$ cat src/lfu_pkg.sv
// ----------------------------------------------------------------------------
// lfu_pkg
// shared widths, payload types and defaults for the lfu cache
// ----------------------------------------------------------------------------
package lfu_pkg;

  localparam int KEY_W         = 32;
  localparam int VALUE_W       = 32;
  localparam int CFG_W         = 5;
  localparam int LFU_ENTRIES   = 16;
  localparam int LFU_COUNT_W   = 16;
  localparam logic [CFG_W-1:0] CAP_RESET = CFG_W'(16);

  localparam logic OP_GET = 1'b0;
  localparam logic OP_PUT = 1'b1;

  typedef struct packed {
    logic               op;
    logic [KEY_W-1:0]   key;
    logic [VALUE_W-1:0] value;
  } lfu_in_t;

  typedef struct packed {
    logic               hit;
    logic [VALUE_W-1:0] read_value;
  } lfu_out_t;

endpackage

$ cat src/lfu_ram.sv
// ----------------------------------------------------------------------------
// lfu_ram
// generic simple dual-port ram, one write port, registered read
// ----------------------------------------------------------------------------
module lfu_ram #(
  parameter int WIDTH = 8,
  parameter int DEPTH = 16
) (
  input  logic                                   clk,
  input  logic                                   we,
  input  logic [((DEPTH > 1) ? $clog2(DEPTH) : 1)-1:0] waddr,
  input  logic [WIDTH-1:0]                       wdata,
  input  logic [((DEPTH > 1) ? $clog2(DEPTH) : 1)-1:0] raddr,
  output logic [WIDTH-1:0]                       rdata
);

  logic [WIDTH-1:0] mem [DEPTH];

  always_ff @(posedge clk) begin
    if (we) begin
      mem[waddr] <= wdata;
    end
    rdata <= mem[raddr];
  end

endmodule

$ cat src/lfu_scan.sv
// ----------------------------------------------------------------------------
// lfu_scan
// walks the entries one per ent_vld cycle: key match, first free slot, lfu/lru victim
// ----------------------------------------------------------------------------
module lfu_scan import lfu_pkg::*; #(
  parameter int ENTRIES    = LFU_ENTRIES,
  parameter int COUNT_BITS = LFU_COUNT_W
) (
  input  logic                    clk,
  input  logic                    rst_n,
  input  logic                    clear,
  input  logic                    ent_vld,
  input  logic [((ENTRIES > 1) ? $clog2(ENTRIES) : 1)-1:0] ent_idx,
  input  logic                    ent_valid,
  input  logic [KEY_W-1:0]        ent_key,
  input  logic [VALUE_W-1:0]      ent_value,
  input  logic [COUNT_BITS-1:0]   ent_count,
  input  logic [((ENTRIES > 1) ? $clog2(ENTRIES) : 1)-1:0] ent_rank,
  input  logic [KEY_W-1:0]        lookup_key,
  output logic                    hit,
  output logic [((ENTRIES > 1) ? $clog2(ENTRIES) : 1)-1:0] hit_idx,
  output logic [((ENTRIES > 1) ? $clog2(ENTRIES) : 1)-1:0] hit_rank,
  output logic [VALUE_W-1:0]      hit_value,
  output logic [((ENTRIES > 1) ? $clog2(ENTRIES) : 1)-1:0] free_idx,
  output logic [((ENTRIES > 1) ? $clog2(ENTRIES) : 1)-1:0] vic_idx,
  output logic [((ENTRIES > 1) ? $clog2(ENTRIES) : 1)-1:0] vic_rank
);

  localparam int IW = (ENTRIES > 1) ? $clog2(ENTRIES) : 1;

  logic                  hit_r;
  logic                  free_found_r;
  logic                  vic_found_r;
  logic [IW-1:0]         hit_idx_r;
  logic [IW-1:0]         hit_rank_r;
  logic [VALUE_W-1:0]    hit_value_r;
  logic [IW-1:0]         free_idx_r;
  logic [IW-1:0]         vic_idx_r;
  logic [IW-1:0]         vic_rank_r;
  logic [COUNT_BITS-1:0] vic_count_r;
  logic                  better;

  // smaller count wins, equal count goes to the older entry
  assign better = !vic_found_r || (ent_count < vic_count_r) ||
                  ((ent_count == vic_count_r) && (ent_rank > vic_rank_r));

  always_ff @(posedge clk) begin
    if (!rst_n || clear) begin
      hit_r        <= 1'b0;
      free_found_r <= 1'b0;
      vic_found_r  <= 1'b0;
    end else if (ent_vld) begin
      if (ent_valid && (ent_key == lookup_key) && !hit_r) begin
        hit_r       <= 1'b1;
        hit_idx_r   <= ent_idx;
        hit_rank_r  <= ent_rank;
        hit_value_r <= ent_value;
      end
      if (!ent_valid && !free_found_r) begin
        free_found_r <= 1'b1;
        free_idx_r   <= ent_idx;
      end
      if (ent_valid && better) begin
        vic_found_r <= 1'b1;
        vic_idx_r   <= ent_idx;
        vic_rank_r  <= ent_rank;
        vic_count_r <= ent_count;
      end
    end
  end

  assign hit       = hit_r;
  assign hit_idx   = hit_idx_r;
  assign hit_rank  = hit_rank_r;
  assign hit_value = hit_value_r;
  assign free_idx  = free_idx_r;
  assign vic_idx   = vic_idx_r;
  assign vic_rank  = vic_rank_r;

endmodule

$ cat src/lfu_cache_lru_tiebreak.sv
// ----------------------------------------------------------------------------
// lfu_cache_lru_tiebreak
// key/value store, lfu eviction with lru tie-break, entries held in one ram
// ----------------------------------------------------------------------------
// a get miss or a dropped put ends after the scan pass; a get that hits or any
//   put that changes state also runs the write-back pass over the entry ram
// throughput: one item at a time; busy covers the whole item, from the scan
//   pass to the write-back pass, if any, over the single entry ram
// the get result is a one-cycle out_valid strobe; the receiver cannot stall
// reset: synchronous, active low; clears valid bits, occupancy, fsm and
//   sets capacity to 16; ram contents are not cleared
module lfu_cache_lru_tiebreak import lfu_pkg::*; #(
  parameter int ENTRIES    = LFU_ENTRIES,
  parameter int COUNT_BITS = LFU_COUNT_W
) (
  input  logic             clk,
  input  logic             rst_n,
  input  logic             start,
  output logic             busy,
  input  lfu_in_t          in_data,
  output logic             out_valid,
  output lfu_out_t         out_data,
  input  logic             cfg_we,
  input  logic [CFG_W-1:0] cfg_wdata
);

  localparam int IW   = (ENTRIES > 1) ? $clog2(ENTRIES) : 1;  // index and rank width
  localparam int CW   = $clog2(ENTRIES + 1);                  // counter / occupancy width
  localparam int CMPW = (CW > CFG_W) ? CW : CFG_W;
  localparam int EW   = KEY_W + VALUE_W + COUNT_BITS + IW;

  // one ram word per entry
  typedef struct packed {
    logic [KEY_W-1:0]      key;
    logic [VALUE_W-1:0]    value;
    logic [COUNT_BITS-1:0] count;
    logic [IW-1:0]         rank;
  } entry_t;

  typedef enum logic [1:0] {ST_IDLE, ST_SCAN, ST_DECIDE, ST_UPD} state_t;
  typedef enum logic [1:0] {MD_HIT, MD_EVICT, MD_FILL} mode_t;

  state_t              state_r;
  mode_t               mode_r;
  lfu_in_t             item_r;
  logic [CFG_W-1:0]    capacity_r;
  logic [CW-1:0]       occ_r;
  logic [ENTRIES-1:0]  valid_r;
  logic [CW-1:0]       cnt_r;
  logic                pend_r;
  logic [IW-1:0]       pidx_r;
  logic [IW-1:0]       tgt_r;
  logic [IW-1:0]       trank_r;
  logic                out_valid_r;
  lfu_out_t            out_data_r;

  entry_t              rd_ent;
  entry_t              wr_ent;
  logic [EW-1:0]       rdata;
  logic                ram_we;
  logic [CMPW-1:0]     cap_eff;
  logic                cnt_end;

  // scan results
  logic                s_hit;
  logic [IW-1:0]       s_hit_idx;
  logic [IW-1:0]       s_hit_rank;
  logic [VALUE_W-1:0]  s_hit_value;
  logic [IW-1:0]       s_free_idx;
  logic [IW-1:0]       s_vic_idx;
  logic [IW-1:0]       s_vic_rank;

  assign rd_ent  = entry_t'(rdata);
  assign cnt_end = (cnt_r == CW'(ENTRIES));
  assign ram_we  = pend_r && (state_r == ST_UPD);

  // capacity above the entry count behaves as the entry count
  assign cap_eff = (CMPW'(capacity_r) > CMPW'(ENTRIES)) ? CMPW'(ENTRIES)
                                                        : CMPW'(capacity_r);

  lfu_ram #(
    .WIDTH (EW),
    .DEPTH (ENTRIES)
  ) u_ram (
    .clk   (clk),
    .we    (ram_we),
    .waddr (pidx_r),
    .wdata (wr_ent),
    .raddr (cnt_r[IW-1:0]),
    .rdata (rdata)
  );

  lfu_scan #(
    .ENTRIES    (ENTRIES),
    .COUNT_BITS (COUNT_BITS)
  ) u_scan (
    .clk        (clk),
    .rst_n      (rst_n),
    .clear      (start && !busy),
    .ent_vld    (pend_r && (state_r == ST_SCAN)),
    .ent_idx    (pidx_r),
    .ent_valid  (valid_r[pidx_r]),
    .ent_key    (rd_ent.key),
    .ent_value  (rd_ent.value),
    .ent_count  (rd_ent.count),
    .ent_rank   (rd_ent.rank),
    .lookup_key (item_r.key),
    .hit        (s_hit),
    .hit_idx    (s_hit_idx),
    .hit_rank   (s_hit_rank),
    .hit_value  (s_hit_value),
    .free_idx   (s_free_idx),
    .vic_idx    (s_vic_idx),
    .vic_rank   (s_vic_rank)
  );

  // write-back word for the entry read in the previous cycle
  always_comb begin
    wr_ent = rd_ent;
    if (pidx_r == tgt_r) begin
      if (mode_r == MD_HIT) begin
        // saturating use count, becomes most recent
        if (rd_ent.count != {COUNT_BITS{1'b1}}) begin
          wr_ent.count = rd_ent.count + COUNT_BITS'(1);
        end
        wr_ent.rank = '0;
        if (item_r.op == OP_PUT) begin
          wr_ent.value = item_r.value;
        end
      end else begin
        // new key lands in the victim or free slot
        wr_ent.key   = item_r.key;
        wr_ent.value = item_r.value;
        wr_ent.count = COUNT_BITS'(1);
        wr_ent.rank  = '0;
      end
    end else if (valid_r[pidx_r]) begin
      case (mode_r)
        MD_HIT: begin
          // younger entries age by one
          if (rd_ent.rank < trank_r) begin
            wr_ent.rank = rd_ent.rank + IW'(1);
          end
        end
        MD_EVICT: begin
          // close the gap left by the victim, then age for the new entry
          wr_ent.rank = rd_ent.rank - IW'(rd_ent.rank > trank_r) + IW'(1);
        end
        MD_FILL: begin
          wr_ent.rank = rd_ent.rank + IW'(1);
        end
        default: begin
          wr_ent.rank = rd_ent.rank;
        end
      endcase
    end
  end

  always_ff @(posedge clk) begin
    if (!rst_n) begin
      state_r     <= ST_IDLE;
      mode_r      <= MD_HIT;
      capacity_r  <= CAP_RESET;
      occ_r       <= '0;
      valid_r     <= '0;
      cnt_r       <= '0;
      pend_r      <= 1'b0;
      out_valid_r <= 1'b0;
    end else begin
      out_valid_r <= 1'b0;
      if (cfg_we) begin
        capacity_r <= cfg_wdata;
      end
      // read pipeline: address issued now, data seen next cycle
      pend_r <= ((state_r == ST_SCAN) || (state_r == ST_UPD)) && !cnt_end;
      pidx_r <= cnt_r[IW-1:0];
      case (state_r)
        ST_IDLE: begin
          if (start) begin
            item_r  <= in_data;
            cnt_r   <= '0;
            state_r <= ST_SCAN;
          end
        end
        ST_SCAN: begin
          if (cnt_end) begin
            state_r <= ST_DECIDE;
          end else begin
            cnt_r <= cnt_r + CW'(1);
          end
        end
        ST_DECIDE: begin
          cnt_r <= '0;
          if (item_r.op == OP_GET) begin
            if (s_hit) begin
              mode_r  <= MD_HIT;
              tgt_r   <= s_hit_idx;
              trank_r <= s_hit_rank;
              state_r <= ST_UPD;
            end else begin
              out_valid_r           <= 1'b1;
              out_data_r.hit        <= 1'b0;
              out_data_r.read_value <= '0;
              state_r               <= ST_IDLE;
            end
          end else if (cap_eff == '0) begin
            // zero capacity: puts are dropped
            state_r <= ST_IDLE;
          end else if (s_hit) begin
            mode_r  <= MD_HIT;
            tgt_r   <= s_hit_idx;
            trank_r <= s_hit_rank;
            state_r <= ST_UPD;
          end else if (CMPW'(occ_r) >= cap_eff) begin
            mode_r  <= MD_EVICT;
            tgt_r   <= s_vic_idx;
            trank_r <= s_vic_rank;
            state_r <= ST_UPD;
          end else begin
            mode_r  <= MD_FILL;
            tgt_r   <= s_free_idx;
            trank_r <= '0;
            state_r <= ST_UPD;
          end
        end
        ST_UPD: begin
          if (cnt_end) begin
            if (mode_r == MD_FILL) begin
              valid_r[tgt_r] <= 1'b1;
              occ_r          <= occ_r + CW'(1);
            end
            if (item_r.op == OP_GET) begin
              out_valid_r           <= 1'b1;
              out_data_r.hit        <= 1'b1;
              out_data_r.read_value <= s_hit_value;
            end
            state_r <= ST_IDLE;
          end else begin
            cnt_r <= cnt_r + CW'(1);
          end
        end
        default: begin
          state_r <= ST_IDLE;
        end
      endcase
    end
  end

  assign busy      = (state_r != ST_IDLE);
  assign out_valid = out_valid_r;
  assign out_data  = out_data_r;

endmodule

$ cat config.mk
export PLATFORM = sky130hd
export DESIGN_NAME = lfu_cache_lru_tiebreak
export DESIGN_NICKNAME = d
export VERILOG_FILES = /design/src/lfu_pkg.sv /design/src/lfu_ram.sv /design/src/lfu_scan.sv /design/src/lfu_cache_lru_tiebreak.sv
export SDC_FILE = /design/constraint.sdc
export NUM_CORES = 2
export LEC_CHECK = 0
export ABC_AREA = 1
export BUFFER_PORTS_ARGS = -buffer_cell sky130_fd_sc_hd__buf_2
export CELL_PAD_IN_SITES_DETAIL_PLACEMENT = 0
export CELL_PAD_IN_SITES_GLOBAL_PLACEMENT = 1
export CORE_UTILIZATION = 40
export DETAILED_ROUTE_END_ITERATION = 7
export PLACE_DENSITY = 0.65
export SYNTH_ARGS = -nofsm -noshare
export SYNTH_HDL_FRONTEND = slang
export SYNTH_HIERARCHICAL = 1
export SYNTH_SLANG_ARGS = --single-unit
$ cat constraint.sdc
create_clock -name clk -period 13.6 [get_ports clk]
set_clock_uncertainty 0.05 [all_clocks]
set_input_delay 0 -clock clk [delete_from_list [all_inputs] [get_ports clk]]
set_output_delay 0 -clock clk [all_outputs]
set_load 0.005 [all_outputs]
==> After elaboration in Yosys (flattened, before gate mapping) <==
Memories as Yosys holds them, arrays and structs flattened. A register that Yosys moved wholly into a read port is not among the register bits.
Index checks and enable logic that the tools add are counted.
{ "totals": {"latch_bits": 0, "regBits": 218, "wordCells": 154, "mem_count": 1, "out_inout_bits": 35, "ramBits": 1344, "in_bits": 74, "rom_bits": 0} }
{ "memory_table": {"columns": ["memory", "depth", "word_bits", "rd", "rd_ports_with_merged_regs", "wr", "line", "source"], "rows": [
  ["u_ram.mem", 16, 84, 1, 1, 1, "lfu_ram.sv:17", "logic [WIDTH-1:0] mem [DEPTH];"]
]} }
{ "classes": {"div_mod_pow": 0, "n_lt_le_gt_ge": 9, "multipliers": 0, "bitwise_logic": 2, "muxes": 51, "reduce_logical": 41, "n_eq_ne": 18, "shifts": 0, "addsub": 6} }
{ "ops": {"columns": ["op", "count"], "rows": [
  ["33-bit 2-to-1 mux", 4],
  ["80-bit 2-to-1 mux", 1],
  ["33-bit one-hot mux with 2 select lines", 1],
  ["32-bit 2-to-1 mux", 2],
  ["4-bit 2-to-1 mux", 13],
  ["52-bit 2-to-1 mux", 1],
  ["32-bit equality test", 1],
  ["2-bit 2-to-1 mux", 11],
  ["3-bit AND reduction", 7],
  ["16-bit by 1-bit adder with 16-bit output (second input constant)", 1],
  ["16-bit equality test", 1],
  ["16-bit less-than comparator", 1],
  ["16-bit 2-to-1 mux", 1],
  ["16-bit inequality test (second input constant)", 1],
  ["2-bit inequality test (second input constant)", 8],
  ["16-bit OR", 1],
  ["5-bit 2-to-1 mux", 3],
  ["5-bit one-hot mux with 3 select lines", 1],
  ["4-bit one-hot mux with 3 select lines", 1],
  ["5-bit by 1-bit adder with 5-bit output (second input constant)", 2],
  ["1-bit logical AND", 10],
  ["4-bit by 5-bit less-than comparator with 1-bit output (second input constant)", 2],
  ["4-bit by 1-bit adder with 4-bit output (second input constant)", 2],
  ["4-bit > comparator", 2],
  ["other kinds (24)", 49]
]} }

==> Longest topological paths before layout <==
{ "logic_depth": {"word_depth": 7, "ltp_mapped": 22, "depth_no_buf": 22} }

==> Cells and area by module <==
The synthesis kept the hierarchy.
{ "by_module_without_submodules": {"columns": ["module", "cells_per_inst", "area_per_inst_um2", "instances", "seq_area_each_um2"], "rows": [
  ["lfu_ram", 5519, 58995.3, 1, 42040.3],
  ["lfu_cache_lru_tiebreak", 903, 7596.0, 1, 4043.9],
  ["lfu_scan", 360, 3518.4, 1, 2102.0]
]} }

==> Least setup slack after synthesis <==
OpenSTA, ideal clock, no wires.
{ "synth_path": {"kind": "reg2reg", "from": "reg cnt_r[1]", "to": "reg out_data_r, in the netlist out_data[0], enable pin", "arrival_ps": 6249, "path_stages_with_launch": 9, "slack_ps": 6698, "n_path_buf": 0, "period_less_slack_ps": 6902, "path_cell_list": "dfxtp_1 > inv_1 > ha_1 > nand2_1 > nor3_2 > nor2_1 > nand2_1 > nand2_1 > a2111oi_0"} }
{ "synth_between": {"elab_chain_len": 3} }
{ "synth_rtl": {"columns": ["item", "line", "source"], "rows": [
  ["start: declaration", "lfu_cache_lru_tiebreak.sv:49", "logic [CW-1:0] cnt_r;"],
  ["start signal: assignment", "lfu_cache_lru_tiebreak.sv:189", "cnt_r <= cnt_r + CW'(1);"],
  ["start signal: assignment", "lfu_cache_lru_tiebreak.sv:239", "cnt_r <= cnt_r + CW'(1);"],
  ["5-bit equality test", "lfu_cache_lru_tiebreak.sv:74", "assign cnt_end = (cnt_r == CW'(ENTRIES));"],
  ["2-bit inequality test (no line)", null, null],
  ["6-bit AND reduction (no line)", null, null],
  ["end: declaration", "lfu_cache_lru_tiebreak.sv:55", "lfu_out_t out_data_r;"]
]} }
No other way between the ends.
A chain may end at the register's enable or synchronous reset.

==> Worst setup path after layout <==
{ "layout_path": {"from": "reg state_r[0]", "to": "mem u_ram/mem[1][22] (netlist bit), enable pin"} }
{ "layout_between": {"elab_chain_len": 4} }
{ "layout_rtl": {"columns": ["item", "line", "source"], "rows": [
  ["start: declaration", "lfu_cache_lru_tiebreak.sv:43", "state_t state_r;"],
  ["start signal: assignment", "lfu_cache_lru_tiebreak.sv:161", "state_r <= ST_IDLE;"],
  ["start signal: assignment", "lfu_cache_lru_tiebreak.sv:182", "state_r <= ST_SCAN;"],
  ["start signal: assignment", "lfu_cache_lru_tiebreak.sv:187", "state_r <= ST_DECIDE;"],
  ["2-bit equality test", "lfu_cache_lru_tiebreak.sv:75", "assign ram_we = pend_r && (state_r == ST_UPD);"],
  ["1-bit logical AND", "lfu_cache_lru_tiebreak.sv:75", null],
  ["net ram_we", "lfu_cache_lru_tiebreak.sv:60", "logic ram_we;"],
  ["1-bit 2-to-1 mux", "lfu_ram.sv:20", "if (we) begin"],
  ["1-bit 2-to-1 mux (implied by the code)", "lfu_ram.sv:21", "mem[waddr] <= wdata;"],
  ["end: declaration", "lfu_ram.sv:17", null]
]} }
The timed path passes the listed nets, and every way through them passes these cells.

==> flow_summary_export.csv <==
group,metric,value,unit
logic_synthesis,synth-edff-count,1522,
clocking,clockBufferDepth,3,
sta,finalSetupTns,0,ns
logic_synthesis,synth-async-reset-ratio,0,%
floorplanning,die_w,421,µm
floorplanning,ios,109,
detailed_routing,ant_nets,0,
cells_and_area,fin_nets,7141,
clocking,cts_setup_buffers,0,
setup_path,cp_max_fo,37,
power,p_clk_share,40.3,%
clocking,htree_levels,4,
clocking,clk_latency,0.82,ns
clocking,cts.sinks,1646,
power,ir_worst_vdd,0.104,mV
power,power_frac_seq,50.0,%
logic_synthesis,ys_seq_area_share,68.7,%
sta,clock.fmax,221,MHz
clocking,cts_tree,"done",
detailed_routing,drt_iter0_drc,4065,
setup_path,worstSetupPathType,"register to register",
setup_path,required,13.99,ns
floorplanning,rows,153,
sta,slew_violations,0,
logic_synthesis,yosys.area.top_type,"edfxtp_1",
placed_design,numPortBuffers,108,
logic_synthesis,yosysUniqueCellTypes,44,
detailed_routing,firstDrtPassIters,6,
power,p_sw,2.90,mW
logic_synthesis,synth_seq_cells,1646,
setup_path,cp-start-kind,"register",
sta,tightest_slew,1.32,ns
sta,finalCritPeriodShare,33.2,%
logic_synthesis,synthTopCellsByArea,"edfxtp_1, nand2_1, nand3_1",
logic_synthesis,ys_warn_count,6,
grt,antenna_found_initial,6,
setup_path,crit_arrival,4.90,ns
cells_and_area,diodes,0,
setup_path,cpMaxStageDelayCell,"nor2_4",
grt,grt_pass1_vias,44400,
run,maxCapViolCount,0,
outcome,status,"complete, no violations",
sta,relSlewSlack,11.8,%
detailed_routing,drt_wl_total,190,mm
detailed_routing,vias,46200,
detailed_routing,routed_via_density,4.86,
cells_and_area,final_util,46.2,%
logic_synthesis,netlist.area_leader.share,65.2,%
power,pwr-share-comb,9.7,%
logic_synthesis,postSynthNetCount,6893,
logic_synthesis,synth_cells,6782,
logic_synthesis,synthTopCellsByCount,"nand2_1, edfxtp_1, inv_1, nand3_1, buf_2",
grt,grt_max_degree,187,
logic_synthesis,synthesis.area,0.0701,mm²
setup_path,slowest_delay,0.81,ns
floorplanning,design.core.area,0.174,mm²
floorplanning,design.die.area,0.177,mm²
power,intPower,8.81,mW
cells_and_area,drive_gt1_share,7.59,%
setup_path,endpoint_kind,"register",
placed_design,post-dp-hpwl,97.4,mm
power,p_leak,33.8,nW
clocking,path_clk_slew,0.06,ns
power,switching_share,24.8,%
sta,hold_violations,0,
grt,grt-ovfl-total,0,
setup_path,crit_path_frequent_cell,"buf_4",
placed_design,gp_congestion,0.802,
logic_synthesis,synth-main-ff-cell,"edfxtp_1",
logic_synthesis,synthMostInstantiatedCell,"nand2_1",
sta,rsz0062_at_grt,"false",
detailed_routing,drc,0,
clocking,root_buffer,"clkbuf_16",
sta,setup_viol,0,
clocking,cts_resized,0,
hold_path,hold_path_class,"input port to register",
detailed_routing,wl_per_cell,20.0,µm
setup_path,worstPathCellList,"nand2_2 > nor2_1 > nand2_1 > nor2_4 > buf_4 > buf_4",
grt,track_usage,21.6,%
floorplanning,dieHeight,421,µm
grt,grt_pass1_wl,284,mm
power,powerDensity,146,mW/mm²
cells_and_area,area_growth,14.6,%
sta,min_period,4.51,ns
clocking,cts_made_buffers,176,
logic_synthesis,synth.avg_cell_area,10.3,µm²
floorplanning,initial_core_util,40.3,%
-- metal layers --
layer	vias up	global-route usage (%)	wire length, µm
met5	-	0	15
met3	232	3.05	9390
met4	2	6.12	4530
met1	22400	30.1	87500
li1	22400	-	-
met2	1109	35.1	88900
-- per-stage QoR --
| stage | setup WS, ns | hold WS (ns) | instance area [µm²] | std cells | power, mW |
|---|---|---|---|---|---|
| finish | 9.09 | 0.0768 | 80300 | 9509 | 11.7 |
| global placement | 9.11 | 0.127 | 73100 | 9024 | 7.06 |
| global route | 8.77 | 0.0881 | 80300 | 9509 | 12.1 |
| CTS | 8.97 | 0.0316 | 80300 | 9509 | 11.8 |
| floorplan | 6.70 | 0.0489 | 70100 | 6782 | 6.68 |
| detailed placement | 9.00 | 0.128 | 73100 | 9024 | 7.07 |
-- kinds of logic (layout without fill, tap and decap cells) --
group                      after synthesis  after routing  share of synthesized area [%]
and+or+nand+nor                       3386           3386                           20.3
adders and majority gates               37             37                          0.660
AOI/OAI and AO/OA                      138            138                           1.12
DFF                                   1646           1646                           68.7
xor gates and xnor gates                25             25                          0.312
buffers and inverters                 1550           1952                           8.85
-- cells in the final DEF (no fill, tap or decap), types with 9 or more instances in the layout --
master | Yosys | routed
xor2_1 | 16 | 16
inv_6 | 0 | 9
edfxtp_1 | 1522 | 1522
nand2_1 | 2112 | 2112
nor2_4 | 2 | 19
bufinv_16 | 0 | 10
nand4_1 | 10 | 10
inv_1 | 1232 | 1231
nor2_1 | 140 | 123
dfxtp_1 | 124 | 120
nand3_1 | 1080 | 1080
buf_2 | 159 | 108
clkinv_1 | 3 | 26
dlygate4sd3_1 | 0 | 153
o21ai_0 | 71 | 70
ha_1 | 37 | 37
xnor2_1 | 9 | 9
buf_4 | 25 | 109
clkbuf_8 | 0 | 22
clkbuf_1 | 70 | 45
a21oi_1 | 41 | 41
clkbuf_16 | 0 | 178
nor3_1 | 12 | 11
clkinv_2 | 1 | 35
-- worst max-delay path: cells and delay by family (launching register included) --
kind,cells,cell delay [ns]
flip-flops,1,0.44
buffers and inverters,2,1.36
AND/OR/NAND/NOR,4,2.18
-- layout make-up --
type	instances	area (µm²)
tap	2325	2910
clock buffer	245	4930
multi-input combinational	3586	15900
inverter	1246	4710
timing repair buffer	374	2970
fill	15900	93700
clock inverter	87	761
sequential	1646	48200
-- power groups by stage --
stage                     logic (mW)  clock network, mW  registers (mW)
after global routing            1.28               5.00            5.86
after detailed placement        1.10                  0            5.97
after global placement          1.10                  0            5.97
after floorplan                0.768                  0            5.91
final                           1.13               4.72            5.86
after CTS                       1.14               4.82            5.86
-- worst paths after layout --
path / from / endpoint / slack, ns / cells after the start
max: state_r[0] / u_ram/mem[1][22] / 9.09 / 6
min: rst_n / occ_r[4] / 0.08 / 4
max reg2reg: state_r[0] / u_ram/mem[1][22] / 9.09 / 6
min reg2reg: u_ram/rdata[33] / u_scan/hit_value[13] / 0.37 / 0
-- flip-flops by register name (all words and copies together), names as in the netlist, 2 cells and up --
register,cells
capacity_r,5
cnt_r,5
item_r,65
mode_r,2
occ_r,5
out_data,33
pidx_r,4
state_r,2
tgt_r,4
trank_r,4
u_ram/mem,1344
u_ram/rdata,84
u_scan/free_idx,4
u_scan/hit_idx,4
u_scan/hit_rank,4
u_scan/hit_value,32
u_scan/vic_count_r,16
u_scan/vic_idx,4
u_scan/vic_rank,4
valid_r,16
-- timing repair --
item	in CTS	in global routing
hold endpoints to repair	141	0
hold buffers	153	0
setup endpoints to repair	0	0
Power figures use the tool's default switching activity.
